<file path="src/sv/text_console_cursor_engine_core_defines.svh">
// Assertion macros shared by the text console cursor engine RTL.
// Included by the files that check their own logic; no other dependency.
`ifndef TEXT_CONSOLE_CURSOR_ENGINE_CORE_DEFINES_SVH
`define TEXT_CONSOLE_CURSOR_ENGINE_CORE_DEFINES_SVH

`ifndef SYNTHESIS
`define TCCE_ASSERT(lbl, clk, rst_n, prop, msg) \
    lbl: assert property (@(posedge clk) disable iff (!rst_n) (prop)) else $error(msg);
`define TCCE_ASSERT_NEVER(lbl, clk, rst_n, cond, msg) \
    lbl: assert property (@(posedge clk) disable iff (!rst_n) !(cond)) else $error(msg);
`else
`define TCCE_ASSERT(lbl, clk, rst_n, prop, msg)
`define TCCE_ASSERT_NEVER(lbl, clk, rst_n, cond, msg)
`endif

`endif

</file>
<file path="src/sv/tcce_pkg.sv">
// Shared types and constants of the text console cursor engine.
// No dependencies; used by the interfaces and every module.
package tcce_pkg;

    localparam int CMD_W    = 2;
    localparam int CH_W     = 8;
    localparam int COL_IN_W = 7;
    localparam int ROW_IN_W = 5;
    localparam int POS_W    = 11;
    localparam int ATTR_W   = 8;
    localparam int CELL_W   = 16;
    localparam int OP_W     = 3;

    localparam logic [CMD_W-1:0] CMD_PUT  = 2'd0;
    localparam logic [CMD_W-1:0] CMD_SET  = 2'd1;
    localparam logic [CMD_W-1:0] CMD_CLR  = 2'd2;
    localparam logic [CMD_W-1:0] CMD_READ = 2'd3;

    localparam logic [CH_W-1:0]   CH_BS      = 8'h08;
    localparam logic [CH_W-1:0]   CH_CR      = 8'h0D;
    localparam logic [CH_W-1:0]   CH_LF      = 8'h0A;
    localparam logic [CH_W-1:0]   CH_BLANK   = 8'h00;
    localparam logic [ATTR_W-1:0] ATTR_RESET = 8'h0F;

    localparam logic [OP_W-1:0] OP_PUT  = 3'd0;
    localparam logic [OP_W-1:0] OP_BS   = 3'd1;
    localparam logic [OP_W-1:0] OP_CR   = 3'd2;
    localparam logic [OP_W-1:0] OP_LF   = 3'd3;
    localparam logic [OP_W-1:0] OP_SET  = 3'd4;
    localparam logic [OP_W-1:0] OP_CLR  = 3'd5;
    localparam logic [OP_W-1:0] OP_READ = 3'd6;

    typedef struct packed {
        logic [OP_W-1:0]     op;
        logic [CH_W-1:0]     ch;
        logic [COL_IN_W-1:0] col;
        logic [ROW_IN_W-1:0] row;
    } t_job;

    typedef struct packed {
        logic full;
        logic empty;
    } t_q_status;

    typedef struct packed {
        logic init;
    } t_back_status;

endpackage

</file>
<file path="src/sv/tcce_queue.sv">
// Two-entry queue of classified jobs between the front and back ends.
// Depends on tcce_pkg and the assertion macro header.
`include "text_console_cursor_engine_core_defines.svh"

module tcce_queue (
    input  logic                 i_clk,
    input  logic                 i_rst_n,
    input  logic                 i_push,
    input  tcce_pkg::t_job       i_job,
    input  logic                 i_pop,
    output tcce_pkg::t_job       o_job,
    output tcce_pkg::t_q_status  o_st
);
    import tcce_pkg::*;

    localparam int DEPTH = 2;
    localparam int PTR_W = $clog2(DEPTH);
    localparam int CNT_W = $clog2(DEPTH + 1);

    t_job             r_slot [DEPTH];
    logic [PTR_W-1:0] r_wp;
    logic [PTR_W-1:0] r_rp;
    logic [CNT_W-1:0] r_cnt;

    always_ff @(posedge i_clk) begin
        if (i_push) begin
            r_slot[r_wp] <= i_job;
        end
    end

    always_ff @(posedge i_clk) begin
        if (!i_rst_n) begin
            r_wp  <= '0;
            r_rp  <= '0;
            r_cnt <= '0;
        end else begin
            if (i_push) begin
                r_wp <= r_wp + PTR_W'(1);
            end
            if (i_pop) begin
                r_rp <= r_rp + PTR_W'(1);
            end
            if (i_push && !i_pop) begin
                r_cnt <= r_cnt + CNT_W'(1);
            end else if (i_pop && !i_push) begin
                r_cnt <= r_cnt - CNT_W'(1);
            end
        end
    end

    assign o_job      = r_slot[r_rp];
    assign o_st.full  = (r_cnt == CNT_W'(DEPTH));
    assign o_st.empty = (r_cnt == '0);

    `TCCE_ASSERT_NEVER(a_push_full, i_clk, i_rst_n, i_push && o_st.full, "push into full queue")

endmodule

</file>
<file path="config.mk">
export PLATFORM = sky130hd
export DESIGN_NAME = tcce_queue
export DESIGN_NICKNAME = d
export VERILOG_FILES = /design/src/sv/tcce_pkg.sv /design/src/sv/tcce_queue.sv
export VERILOG_INCLUDE_DIRS = /design/src /design/src/sv
export SDC_FILE = /design/constraint.sdc
export NUM_CORES = 1
export LEC_CHECK = 0
export BUFFER_PORTS_ARGS = -buffer_cell sky130_fd_sc_hd__clkbuf_2
export CELL_PAD_IN_SITES_DETAIL_PLACEMENT = 1
export CELL_PAD_IN_SITES_GLOBAL_PLACEMENT = 2
export CORE_ASPECT_RATIO = 1.75
export CORE_MARGIN = 2
export CORE_UTILIZATION = 36
export CTS_BUF_LIST = sky130_fd_sc_hd__clkbuf_16
export DETAILED_ROUTE_END_ITERATION = 10
export PLACE_DENSITY_LB_ADDON = 0.1
export SYNTH_ARGS = -nofsm -noshare
export SYNTH_HDL_FRONTEND = slang
export SYNTH_SLANG_ARGS = --single-unit
</file>
<file path="constraint.sdc">
create_clock -name i_clk -period 2.1 [get_ports i_clk]
set_input_delay 0.105 -clock i_clk [delete_from_list [all_inputs] [get_ports i_clk]]
set_output_delay 0.105 -clock i_clk [all_outputs]
set_load 0.01 [all_outputs]
</file>
==> flow_summary.yaml, run 1 <==
place:
  place_area_um2: 2215
  port_buffers: 51
  routabilityCongestion: 0.6657
clocking:
  cts_inserted_buffers: 5
  path_clk_slew_ns: 0.06
  post_cts_buffers: 0
  clockRootBuffer: "clkbuf_16"
  cts.sinks: 51
  cts_tree: "done"
  htreeDepth: 2
  clk_path_buf_depth: 2
  clock_latency_ns: 0.28
worst_setup_path:
  crit_path_end_kind: "output port"
  crit_type: "flop to output port"
  arrival_ns: 1.49
  worst_path_largest_cell_delay_ns: 0.39
  worstReg2RegStart: "r_wp"
  required_ns: 2.00
  crit_chain: "buf_4 -> mux2_2 -> clkbuf_2"
  path_max_fanout: 20
  r2r_cells: 2
  start_kind: "flop"
  r2r_slack_ns: 1.03
  worstReg2RegEnd: "r_slot[0][22]"
  crit_slowest_cell: "mux2_2"
global_routing:
  gr-total-overflow: 0
  grt_util_all_layers: 0.1202
  antenna_found_initial: 0
  grt_pass1_vias: 1076
  grt_max_degree: 25
  grt_pass1_wl_um: 5030
floorplan:
  dieWidth_um: 58.55
  die_h_um: 99.45
  start_util: 0.3766
  dieArea_um2: 5822
  num_rows: 34
  num_io_pins: 52
  core_um2: 4977
power:
  p_leak_nw: 0.9254
  powerDensity_nw_per_um2: 923.4
  peakVddDrop_mv: 0.5876
route:
  drtIter0Drc: 19
  ant_nets: 0
  viasPerCell: 4.818
  drc: 0
  firstDrtPassIters: 3
  wl_um: 3196
  vias: 1007
  wire_per_inst_um: 15.29
cells_and_area:
  drive_gt1_frac: 0.5613
  final_common_cell: "clkbuf_2"
  layout_common_cells: "clkbuf_2, edfxtp_1, mux2_2"
  fin_area_um2: 2366
  nets: 182
  syn_to_final_growth_pct: 26.23
  utilization: 0.4754
  antenna_cells: 0
run_status:
  status: "finished clean"
synth:
  syn_avg_cell_area_um2: 20.15
  ys_top_cells_by_area: "edfxtp_1, mux2_2, dfxtp_1"
  synth-seq-cells: 51
  ys_warn_count: 0
  synth_cell_type_count: 16
  synth_top_cell_by_area: "edfxtp_1"
  synth_top_area_share: 0.7370
  syn-cell-area_um2: 1874
  yosysSeqAreaShare: 0.7904
  syn_inst: 93
  synth_nets: 121
hold_path:
  whs_path_depth: 1
  hp-class: "input pin to flop"
  worstHoldStart: "i_job[10]"
  worst_hold_path.endpoint: "r_slot[1][10]"
timing:
  setup_viol: 0
  hold_viol_final: 0
  slew_violations: 0
  tightest_slew_ns: 0.3174
  max_freq_mhz: 625.2
  rsz0062_at_grt: "false"
  fin_setup_tns_ns: 0
  fin_crit_sh: 0.7616
  fin_skew_ns: 0.003384
  slew_headroom: 0.7884
  period_minus_slack_ns: 1.599
job:
  maxCapViolations: 0
-- routing by layer --
metal | wire length, µm | vias to the layer above | track usage
met1 | 1094 | 487 | 0.1171
met4 | 68 | 0 | 0.05903
met5 | 0 | - | 0
met3 | 190 | 7 | 0.03251
li1 | - | 476 | -
met2 | 1843 | 37 | 0.2221
-- logic make-up after synthesis --
family | share of synthesized area
xor+xnor | 0.01402
fa+ha+maj | 0.006675
buf+inv | 0.01001
compound gates | 0.01068
simple gates | 0.03004
flops | 0.7904
mux | 0.1382
-- timing repair --
action / 4_1_cts / 5_1_grt
hold buffers: 0 / 1
gates resized for setup: 0 / 0
endpoints found under the hold margin: 0 / 1
-- area by class of cell --
class	instances	area, µm²
well taps	54	67.56
fillers	488	2611
multi-input cells	39	376.6
inverters	1	3.754
clock buffers	5	125.1
flip-flops and latches	51	1481
repair buffers	56	295.3
clock inverters	3	16.27
-- cells in the mapped netlist, drive strengths merged --
cell type	instances
or3	1
a21boi	1
edfxtp	46
dfxtp	5
nor2b	2
xor2	2
and2	4
o21ai	1
xnor2	1
and2b	1
o21a	1
nor2	1
inv	1
ha	1
mux2	23
buf	2
-- how the worst max path moves through the flow --
stage               slack (ns)            to
global route              0.41      o_job[0]
finish                    0.50      o_job[0]
detailed placement        0.78      o_job[0]
floorplan                 0.31  r_slot[0][0]
global placement          0.80      o_job[5]
CTS                       0.46      o_job[0]
-- registers in the layout (all words and copies together), names as in the netlist, named ones only --
signal,count
r_slot,46
r_cnt,2
r_rp,1
r_wp,1
-- worst max-delay path, delay by kind of cell (launching register included) --
| family | cells | cell delay (ns) |
|---|---|---|
| buf+inv | 2 | 0.44 |
| mux | 1 | 0.39 |
| flops | 1 | 0.38 |
-- power breakdown --
group | switching (mW) | internal, mW
Combinational | 0.122 | 0.123
Clock | 0.319 | 0.434
Sequential | 0.0187 | 1.17
Total | 0.459 | 1.73
-- per-stage QoR --
step | std cells | hold WS (ns) | setup WS, ns | power, mW
6_report | 209 | 0.01057 | 0.5006 | 2.185
5_1_grt | 209 | 0.003140 | 0.4088 | 2.280
4_1_cts | 208 | 0.004497 | 0.4644 | 2.222
3_5_place_dp | 200 | 0.2993 | 0.7771 | 1.460
3_3_place_gp | 200 | 0.2952 | 0.7960 | 1.450
2_1_floorplan | 93 | 0.2039 | 0.3096 | 1.349
Power figures use the tool's default switching activity.
==> run 2: changes to the inputs <==
==> constraint.sdc (replaced) <==
create_clock -name i_clk -period 1.7 [get_ports i_clk]
set_input_delay 0.085 -clock i_clk [delete_from_list [all_inputs] [get_ports i_clk]]
set_output_delay 0.085 -clock i_clk [all_outputs]
set_load 0.01 [all_outputs]
==> flow_summary.yaml, run 2 (synthesis results as in run 1) <==
run_status:
  status: "finished clean"
cells_and_area:
  syn_to_final_growth_pct: 36.78
  largest_reg_flops: 46
  antenna_cells: 0
  utilization: 0.5151
  regMostFlops: "r_slot"
  final_common_cell: "clkbuf_2"
  drive_gt1_frac: 0.5029
  reg.largest.list: "r_slot (46), r_cnt (2)"
  nets: 203
  layout_common_cells: "clkbuf_2, edfxtp_1, mux2_2"
global_routing:
  gr-total-overflow: 0
  grt_util_all_layers: 0.1233
  antenna_found_initial: 0
  grt_pass1_vias: 1191
  grt_pass1_wl_um: 5237
  grt_max_degree: 18
timing:
  period_minus_slack_ns: 1.453
  fin_skew_ns: 0.003207
  slew_violations: 0
  hold_viol_final: 0
  fin_crit_sh: 0.8549
  whs_ns: 0.009373
  setup_viol: 0
  tightest_slew_ns: 0.2473
  max_freq_mhz: 688.1
  fin_setup_tns_ns: 0
  slew_headroom: 0.8351
  rsz0062_at_grt: "false"
floorplan:
  num_rows: 34
  start_util: 0.3766
  num_io_pins: 52
  dieArea_um2: 5822
  dieWidth_um: 58.55
  core_um2: 4977
  die_h_um: 99.45
route:
  ant_nets: 0
  vias: 1074
  wire_per_inst_um: 14.87
  wl_um: 3406
  drc: 0
  drtIter0Drc: 34
  viasPerCell: 4.690
  firstDrtPassIters: 4
worst_setup_path:
  path_max_fanout: 17
  crit_path_end_kind: "output port"
  r2r_cells: 3
  r2r_slack_ns: 0.66
  crit_type: "flop to output port"
  required_ns: 1.62
  worstReg2RegStart: "r_cnt[0]"
  arrival_ns: 1.37
  start_kind: "flop"
  worstReg2RegEnd: "r_cnt[1]"
place:
  port_buffers: 51
  dpl.hpwl_um: 2400
  routabilityCongestion: 0.6656
power:
  powerDensity_nw_per_um2: 1063
  peakVddDrop_mv: 0.6803
  p_leak_nw: 1.011
  p_total_mw: 2.724
hold_path:
  worst_hold_path.endpoint: "r_slot[1][22]"
  hp-class: "input pin to flop"
  whs_path_depth: 1
  worstHoldStart: "i_job[22]"
clocking:
  clk_path_buf_depth: 2
  path_clk_slew_ns: 0.06
  htreeDepth: 2
  clockRootBuffer: "clkbuf_16"
  post_cts_buffers: 0
  clock_latency_ns: 0.28
  cts_tree: "done"
  cts.sinks: 51
  cts_inserted_buffers: 5
job:
  maxCapViolations: 0
## run 2: cell types whose count changed in the layout (fill, tap and decap cells not counted)
cell / delta
buf_4: +2
clkinv_1: +1
clkinvlp_4: -1
dlygate4sd3_1: +19
inv_1: -1
## run 2: what timing repair did
item / in CTS / in global routing
resized for setup: 0 / 0
hold buffers: 20 / 0
endpoints found under the hold margin: 39 / 0
## run 2: cell type report
cell class	instances	area (µm²)
repair buffers	77	500.5
fillers	480	2414
clock inverters	2	8.758
clock buffers	5	125.1
flip-flops and latches	51	1481
well taps	54	67.56
multi-input cells	39	376.6
inverters	1	3.754
## run 2: per-stage QoR
step	cells	instance area, µm²	setup WS (ns)
3_5_place_dp	202	2230	0.5336
5_1_grt	229	2564	0.1657
3_3_place_gp	202	2230	0.5426
4_1_cts	229	2564	0.2208
6_report	229	2564	0.2467
2_1_floorplan	93	1877	0.3473
## run 2: how the worst max path moves through the flow
stage / from / slack, ns / to / cells after the start
2_1_floorplan: r_wp / 0.35 / r_slot[0][0] / 1
3_5_place_dp: flop / 0.53 / o_job[5] / 3
3_3_place_gp: flop / 0.54 / o_job[5] / 3
6_report: flop / 0.25 / o_job[5] / 3
4_1_cts: flop / 0.22 / o_job[5] / 3
5_1_grt: flop / 0.17 / o_job[5] / 3
## run 2: power by group
group,switching (mW),internal [mW],leakage [nW],total [mW]
combinational,0.159,0.185,0.471,0.344
clock,0.385,0.529,0.0671,0.914
sequential,0.0218,1.44,0.473,1.47
## run 2: routing by layer
layer  global-route usage  vias up  routed length, µm
li1                     -      515                  -
met1               0.1193      516               1222
met2               0.2273       39               1918
met3              0.02991        4                200
met4              0.06798        0                 64
met5                    0        -                  0
## run 2: worst max-delay path, stage by stage (launching register included)
cell and delay [ns]:
dfxtp_1 0.33, buf_4 0.25, mux2_2 0.37, clkbuf_2 0.13
