**config.mk**
```make
export PLATFORM = sky130hd
export DESIGN_NAME = tcce_front_flat
export DESIGN_NICKNAME = d
export VERILOG_FILES = /design/src/sv/text_console_cursor_engine_core_defines.svh /design/src/sv/tcce_pkg.sv /design/src/sv/tcce_in_if.sv /design/src/sv/tcce_front.sv /design/src/flat_wrapper.sv
export SDC_FILE = /design/constraint.sdc
export NUM_CORES = 1
export LEC_CHECK = 0
export ABC_AREA = 1
export BUFFER_PORTS_ARGS = -buffer_cell sky130_fd_sc_hd__buf_4
export CORE_AREA = 2 2 39 41
export DETAILED_ROUTE_END_ITERATION = 8
export DIE_AREA = 0 0 41 43
export RECOVER_POWER = 50
export SLEW_MARGIN = 15
export SYNTH_ARGS = -nofsm -noshare
export SYNTH_HDL_FRONTEND = slang
export SYNTH_SLANG_ARGS = --single-unit
export TNS_END_PERCENT = 30
```
**constraint.sdc**
```tcl
create_clock -name vclk -period 1
set_clock_uncertainty 0.2 [all_clocks]
set_input_delay 0.25 -clock vclk [all_inputs]
set_output_delay 0.25 -clock vclk [all_outputs]
set_load 0.02 [all_outputs]
```
**src/sv/text_console_cursor_engine_core_defines.svh**
```systemverilog
// Assertion macros shared by the text console cursor engine RTL.
// Included by the files that check their own logic; no other dependency.
`ifndef TEXT_CONSOLE_CURSOR_ENGINE_CORE_DEFINES_SVH
`define TEXT_CONSOLE_CURSOR_ENGINE_CORE_DEFINES_SVH

`ifndef SYNTHESIS
`define TCCE_ASSERT(lbl, clk, rst_n, prop, msg) \
    lbl: assert property (@(posedge clk) disable iff (!rst_n) (prop)) else $error(msg);
`define TCCE_ASSERT_NEVER(lbl, clk, rst_n, cond, msg) \
    lbl: assert property (@(posedge clk) disable iff (!rst_n) !(cond)) else $error(msg);
`else
`define TCCE_ASSERT(lbl, clk, rst_n, prop, msg)
`define TCCE_ASSERT_NEVER(lbl, clk, rst_n, cond, msg)
`endif

`endif

```
**src/sv/tcce_pkg.sv**
```systemverilog
// Shared types and constants of the text console cursor engine.
// No dependencies; used by the interfaces and every module.
package tcce_pkg;

    localparam int CMD_W    = 2;
    localparam int CH_W     = 8;
    localparam int COL_IN_W = 7;
    localparam int ROW_IN_W = 5;
    localparam int POS_W    = 11;
    localparam int ATTR_W   = 8;
    localparam int CELL_W   = 16;
    localparam int OP_W     = 3;

    localparam logic [CMD_W-1:0] CMD_PUT  = 2'd0;
    localparam logic [CMD_W-1:0] CMD_SET  = 2'd1;
    localparam logic [CMD_W-1:0] CMD_CLR  = 2'd2;
    localparam logic [CMD_W-1:0] CMD_READ = 2'd3;

    localparam logic [CH_W-1:0]   CH_BS      = 8'h08;
    localparam logic [CH_W-1:0]   CH_CR      = 8'h0D;
    localparam logic [CH_W-1:0]   CH_LF      = 8'h0A;
    localparam logic [CH_W-1:0]   CH_BLANK   = 8'h00;
    localparam logic [ATTR_W-1:0] ATTR_RESET = 8'h0F;

    localparam logic [OP_W-1:0] OP_PUT  = 3'd0;
    localparam logic [OP_W-1:0] OP_BS   = 3'd1;
    localparam logic [OP_W-1:0] OP_CR   = 3'd2;
    localparam logic [OP_W-1:0] OP_LF   = 3'd3;
    localparam logic [OP_W-1:0] OP_SET  = 3'd4;
    localparam logic [OP_W-1:0] OP_CLR  = 3'd5;
    localparam logic [OP_W-1:0] OP_READ = 3'd6;

    typedef struct packed {
        logic [OP_W-1:0]     op;
        logic [CH_W-1:0]     ch;
        logic [COL_IN_W-1:0] col;
        logic [ROW_IN_W-1:0] row;
    } t_job;

    typedef struct packed {
        logic full;
        logic empty;
    } t_q_status;

    typedef struct packed {
        logic init;
    } t_back_status;

endpackage

```
**src/sv/tcce_in_if.sv**
```systemverilog
// Command channel of the text console cursor engine: valid, ready and one word.
// Depends on tcce_pkg for the field widths.
interface tcce_in_if;
    import tcce_pkg::*;

    logic                valid;
    logic                ready;
    logic [CMD_W-1:0]    cmd;
    logic [CH_W-1:0]     ch;
    logic [COL_IN_W-1:0] col;
    logic [ROW_IN_W-1:0] row;

    modport source (output valid, output cmd, output ch, output col, output row, input ready);
    modport sink   (input valid, input cmd, input ch, input col, input row, output ready);
endinterface

```
**src/sv/tcce_front.sv**
```systemverilog
// Front end: accepts command words, clamps coordinates and classifies put char.
// Depends on tcce_pkg and tcce_in_if.
module tcce_front #(
    parameter int COLUMNS = 80,
    parameter int ROWS    = 25
) (
    tcce_in_if.sink              i_req,
    input  tcce_pkg::t_q_status  i_q_st,
    input  logic                 i_init,
    output logic                 o_push,
    output tcce_pkg::t_job       o_job
);
    import tcce_pkg::*;

    logic [COL_IN_W-1:0] w_col;
    logic [ROW_IN_W-1:0] w_row;
    logic [OP_W-1:0]     w_op;

    assign i_req.ready = !i_q_st.full && !i_init;
    assign o_push      = i_req.valid && i_req.ready;

    always_comb begin
        w_col = i_req.col;
        w_row = i_req.row;
        if (int'(i_req.col) > COLUMNS - 1) begin
            w_col = COL_IN_W'(COLUMNS - 1);
        end
        if (int'(i_req.row) > ROWS - 1) begin
            w_row = ROW_IN_W'(ROWS - 1);
        end
    end

    always_comb begin
        case (i_req.cmd)
            CMD_PUT: begin
                case (i_req.ch)
                    CH_BS:   w_op = OP_BS;
                    CH_CR:   w_op = OP_CR;
                    CH_LF:   w_op = OP_LF;
                    default: w_op = OP_PUT;
                endcase
            end
            CMD_SET:  w_op = OP_SET;
            CMD_CLR:  w_op = OP_CLR;
            CMD_READ: w_op = OP_READ;
            default:  w_op = OP_PUT;
        endcase
    end

    assign o_job = '{op: w_op, ch: i_req.ch, col: w_col, row: w_row};

endmodule

```
**src/flat_wrapper.sv**
```systemverilog
// flat-port wrapper written by rule: the top's interface ports become plain ports
module tcce_front_flat import tcce_pkg::*;
#(
    parameter int COLUMNS = 80,
    parameter int ROWS    = 25
)
  (i_q_st, i_init, o_push, o_job, i_req_valid, i_req_cmd, i_req_ch, i_req_col, i_req_row, i_req_ready);
  tcce_in_if i_req_i ();
  input  tcce_pkg::t_q_status i_q_st;
  input  logic i_init;
  output logic o_push;
  output tcce_pkg::t_job o_job;
  input wire logic [$bits(i_req_i.valid)-1:0] i_req_valid;
  input wire logic [$bits(i_req_i.cmd)-1:0] i_req_cmd;
  input wire logic [$bits(i_req_i.ch)-1:0] i_req_ch;
  input wire logic [$bits(i_req_i.col)-1:0] i_req_col;
  input wire logic [$bits(i_req_i.row)-1:0] i_req_row;
  output wire logic [$bits(i_req_i.ready)-1:0] i_req_ready;
  assign i_req_i.valid = i_req_valid;
  assign i_req_i.cmd = i_req_cmd;
  assign i_req_i.ch = i_req_ch;
  assign i_req_i.col = i_req_col;
  assign i_req_i.row = i_req_row;
  assign i_req_ready = i_req_i.ready;
  tcce_front #(.COLUMNS(COLUMNS), .ROWS(ROWS)) u_core (.i_req(i_req_i), .i_q_st(i_q_st), .i_init(i_init), .o_push(o_push), .o_job(o_job));
endmodule
```
==> flow_metrics.py, run 1 <==
metrics = {
    "hold_path": {
        "whs_path_depth": 2,
        "hold_end": "o_job[17]",
        "worstHoldStart": "i_req_ch[5]",
        "hold_class": "input port to primary output",
    },
    "pwr": {
        "power.internal_uw": 234,
        "power_frac_comb_pct": 100.0,
        "swShare_pct": 45.0,
        "p_clk_share_pct": 0,
        "p_per_area_nw_per_um2": 498,
        "p_sw_uw": 191,
        "p_leak_nw": 0.455,
        "p_seq_share_pct": 0,
        "peakVddDrop_v": 0.000217,
    },
    "run": {
        "cap_viol_max_count": 0,
    },
    "final_layout": {
        "final_common_cell": "buf_6",
        "fin_area_um2": 855,
        "design.seq.count": 0,
        "layout-drive-gt1-share_pct": 78.6,
        "seqCellArea_um2": 0,
        "multiInputGateArea_um2": 223,
        "fin_cells": 114,
        "area_delta_synth_final_pct": 258,
        "clkbuf_count": 0,
        "final_cell_mix": "buf_6 (26), buf_4 (22), inv_1 (7), nand2_1 (7), buf_8 (6)",
        "fillers": 132,
        "antenna_cells": 0,
        "fin_nets": 126,
    },
    "sta": {
        "slew_headroom_pct": 88.0,
        "setup_violations": 17,
        "max_freq_ghz": 0.756,
        "period_needed_ns": 1.32,
        "final-max-slew-violation-count": 0,
        "hold_violations": 0,
        "rsz0062_at_grt": "true",
        "fin_crit_sh_pct": 132,
        "fin_setup_tns_ns": -2.86,
        "fin_ws_ns": -0.322,
        "fin_hold_ws_ns": 0.505,
        "max_slew.worst_pin.slew_ns": 0.179,
    },
    "place": {
        "hpwl_um": 890,
        "portBuffers": 50,
        "placed_area_um2": 637,
        "placedCellCount": 113,
        "gp_congestion": 0.707,
    },
    "status": {
        "failed_checks": "setup timing",
        "status": "complete, but fails checks",
    },
    "drt": {
        "firstDrtPassIters": 1,
        "drtAntennaViolNets": 0,
        "drt_iter0_markers": 0,
        "drc": 0,
        "drt-total-wl_um": 1180,
        "num_vias": 473,
        "wl_per_cell_um": 10.3,
        "vias_per_cell": 4.15,
    },
    "floorplan": {
        "core-area_um2": 1380,
        "dieWidth_um": 41,
        "ios": 51,
        "row_count": 14,
        "die_h_um": 43,
        "start_util_pct": 17.3,
        "dieArea_um2": 1760,
    },
    "logic_synthesis": {
        "synth_cells": 52,
        "synth_nets": 78,
        "ys_seq_area_share_pct": 0,
        "syn_avg_cell_area_um2": 4.60,
        "syn-cell-area_um2": 239,
        "yosys_warnings": 0,
        "synth.distinct_cells": 9,
    },
    "setup_path": {
        "critPathRequiredTime_ns": 0.55,
        "cp_max_fo": 2,
        "critPathLaunchType": "input port",
        "slowest_delay_ns": 0.12,
        "cp-end-kind": "primary output",
        "crit_chain": "buf_8, nor2_4, nand2_2, nor2_2, nor2_1, nor2_2, buf_6",
        "crit_top_cell": "nor2_2",
        "cp.arrival_ns": 0.87,
        "crit_type": "input port to primary output",
        "worst_path_max_delay_cell": "buf_6",
    },
    "grt": {
        "antenna_found_initial": 0,
        "grt_pass1_vias": 464,
        "grt_max_degree": 6,
        "grt_pass1_wl_um": 1690,
        "overflow": 0,
        "grt.total_usage_pct": 13.3,
    },
    "clocking": {
        "holdBufCountCts": 0,
    },
}
-- metrics by stage --
stage                     power [mW]  utilization [%]  worst slack (ns)
after floorplan                0.152                -            -0.171
after global placement         0.324             46.0            -0.373
after CTS                      0.400             57.7            -0.363
after detailed placement       0.327             46.0            -0.410
final                          0.425             61.8            -0.322
after global routing           0.455             61.8            -0.390
-- cell usage after synthesis --
library cell   n  area share [%]
a31oi_1        1             2.6
buf_4          8              25
clkbuf_1       3             4.7
inv_1         11              17
nand2_1       12              19
nand3_1        2             4.2
nor2_1        13              20
nor3b_1        1             3.1
o21ai_2        1             3.7
-- how the worst max path moves through the flow --
stage | startpoint | endpoint | slack, ns | depth (start not counted)
CTS | i_req_ch[4] | o_job[20] | -0.36 | 7
global placement | i_req_ch[7] | o_job[21] | -0.37 | 7
global route | i_req_ch[5] | o_job[21] | -0.39 | 7
floorplan | i_req_ch[0] | o_job[20] | -0.17 | 5
detailed placement | i_req_ch[5] | o_job[21] | -0.41 | 7
finish | i_req_ch[5] | o_job[20] | -0.32 | 7
-- worst max-delay path, delay by kind of cell --
family,cells,cell delay [ns]
simple gates,5,0.39
buf+inv,2,0.22
-- what timing repair did --
action,4_1_cts,5_1_grt
resized for setup,44,16
endpoints found under the setup margin,17,17
gates cloned,0,0
hold endpoints to repair,0,0
pin swaps,15,10
setup buffers,0,1
-- cells by family (layout without fill, tap and decap cells) --
family	Yosys count	count (layout)	synth area share, %
compound gates	2	2	6.29
buf+inv	22	68	47.1
simple gates	28	28	46.6
-- power by group through the flow --
| stage | registers [mW] | clock network, mW | logic (mW) |
|---|---|---|---|
| 5_1_grt | 0 | 0 | 0.455 |
| 4_1_cts | 0 | 0 | 0.400 |
| 3_5_place_dp | 0 | 0 | 0.327 |
| 6_report | 0 | 0 | 0.425 |
| 3_3_place_gp | 0 | 0 | 0.324 |
| 2_1_floorplan | 0 | 0 | 0.152 |
-- metal layers --
metal / track usage [%] / share of wire (%) / routed length (µm) / up-vias
met5: 0 / 0 / 0 / -
met4: 0 / 0 / 0 / 0
met3: 4.19 / 14 / 165 / 0
met2: 25.9 / 54 / 632 / 40
met1: 13.3 / 32 / 378 / 199
li1: - / - / - / 234
-- layout make-up --
class | instances | area share, %
timing repair buffer | 57 | 65.9
multi-input combinational | 30 | 26.1
tap | 16 | 2.34
inverter | 11 | 5.71
No activity file was read; power rests on OpenSTA's default activity.
==> inputs of run 2 (changes only) <==
Settings changed: REMOVE_ABC_BUFFERS set to 1.
==> flow_metrics.py, run 2 (synthesized netlist as in run 1, its figures left out) <==
metrics = {
    "floorplan": {
        "dieArea_um2": 1760,
        "die_h_um": 43,
        "core-area_um2": 1380,
        "dieWidth_um": 41,
        "start_util_pct": 17.3,
        "row_count": 14,
        "ios": 51,
    },
    "place": {
        "portBuffers": 50,
        "gp_congestion": 0.614,
        "hpwl_um": 847,
        "placedCellCount": 112,
        "placed_area_um2": 601,
    },
    "drt": {
        "drt-total-wl_um": 1100,
        "wl_per_cell_um": 9.71,
        "num_vias": 473,
        "firstDrtPassIters": 2,
        "drt_iter0_markers": 2,
        "drc": 0,
        "vias_per_cell": 4.19,
        "drtAntennaViolNets": 0,
    },
    "final_layout": {
        "clkbuf_count": 0,
        "layout-drive-gt1-share_pct": 74.2,
        "fin_nets": 125,
        "antenna_cells": 0,
        "seqCellArea_um2": 0,
        "design.seq.count": 0,
        "fin_area_um2": 786,
        "area_delta_synth_final_pct": 229,
        "fin_cells": 113,
        "final_cell_mix": "buf_4 (26), buf_6 (24), nor2_1 (9), nand2_1 (9), inv_1 (5)",
        "final_common_cell": "buf_4",
    },
    "grt": {
        "grt.total_usage_pct": 10.2,
        "grt_pass1_vias": 409,
        "grt_max_degree": 6,
        "grt_pass1_wl_um": 1350,
        "antenna_found_initial": 0,
        "overflow": 0,
    },
    "sta": {
        "rsz0062_at_grt": "true",
        "slew_headroom_pct": 88.4,
        "period_needed_ns": 1.35,
        "fin_setup_tns_ns": -2.83,
        "fin_ws_ns": -0.353,
        "fin_hold_ws_ns": 0.506,
        "max_slew.worst_pin.slew_ns": 0.173,
        "fin_crit_sh_pct": 135,
        "final-max-slew-violation-count": 0,
        "max_freq_ghz": 0.739,
        "setup_violations": 15,
        "hold_violations": 0,
    },
    "run": {
        "cap_viol_max_count": 0,
    },
    "pwr": {
        "power_frac_comb_pct": 100.0,
        "total_power_uw": 393,
        "p_per_area_nw_per_um2": 500,
        "p_clk_share_pct": 0,
        "p_seq_share_pct": 0,
        "p_sw_uw": 178,
        "peakVddDrop_v": 0.000186,
        "power.internal_uw": 214,
        "p_leak_nw": 0.433,
        "swShare_pct": 45.4,
    },
    "setup_path": {
        "slowest_delay_ns": 0.14,
        "crit_top_cell": "nor2_1",
        "critPathLaunchType": "input port",
        "crit_chain": "buf_8, nor2_4, nand2_2, nor2_2, nor2_1, nor2_1, buf_4",
        "cp_max_fo": 2,
        "worst_path_max_delay_cell": "buf_4",
        "critPathRequiredTime_ns": 0.55,
        "cp-end-kind": "primary output",
        "crit_type": "input port to primary output",
        "cp.arrival_ns": 0.90,
    },
    "status": {
        "failed_checks": "setup timing",
        "status": "complete, but fails checks",
    },
    "hold_path": {
        "hold_class": "input port to primary output",
    },
}
-- run 2: cell types whose count changed in the layout (fill, tap and decap cells not counted), sizes merged --
| cell | delta |
|---|---|
| buf | -1 |
-- run 2: cell type report --
type               count  area (µm²)
multi-input cells     30         191
inverters             11        48.8
well taps             16        20.0
fillers              136         598
repair buffers        56         526
-- run 2: worst max-delay path, delay by kind of cell --
| family | cells | cell delay, ns |
|---|---|---|
| buffers and inverters | 2 | 0.24 |
| and+or+nand+nor | 5 | 0.42 |
-- run 2: repair_timing --
item / 4_1_cts / 5_1_grt
pin swaps: 8 / 11
endpoints found under the setup margin: 15 / 15
setup buffers: 0 / 1
hold buffers: 0 / 0
gates resized for setup: 40 / 14
-- run 2: path summary, 6_finish.rpt --
| check | endpoint | start | slack [ns] | cells after the start |
|---|---|---|---|---|
| hold / removal | o_job[18] | i_req_ch[6] | 0.51 | 2 |
| setup / recovery | o_job[20] | i_req_ch[6] | -0.35 | 7 |
-- run 2: power by group through the flow --
stage	logic (mW)	registers, mW	clock network (mW)
6_report	0.393	0	0
5_1_grt	0.417	0	0
4_1_cts	0.374	0	0
3_5_place_dp	0.310	0	0
3_3_place_gp	0.307	0	0
2_1_floorplan	0.0862	0	0
-- run 2: through the flow --
step	setup WS [ns]	utilization [%]
CTS	-0.337	53.6
global route	-0.402	56.8
floorplan	-0.254	-
finish	-0.353	56.8
global placement	-0.337	43.4
detailed placement	-0.361	43.4
-- run 2: layer usage --
layer  wire length (µm)  up-vias  share of wire, %  track usage, %
met5                  0        -                 0               0
met1                282      205                26            8.23
li1                   -      231                 -               -
met2                604       37                55            23.1
met4                  0        0                 0               0
met3                210        0                19            1.05
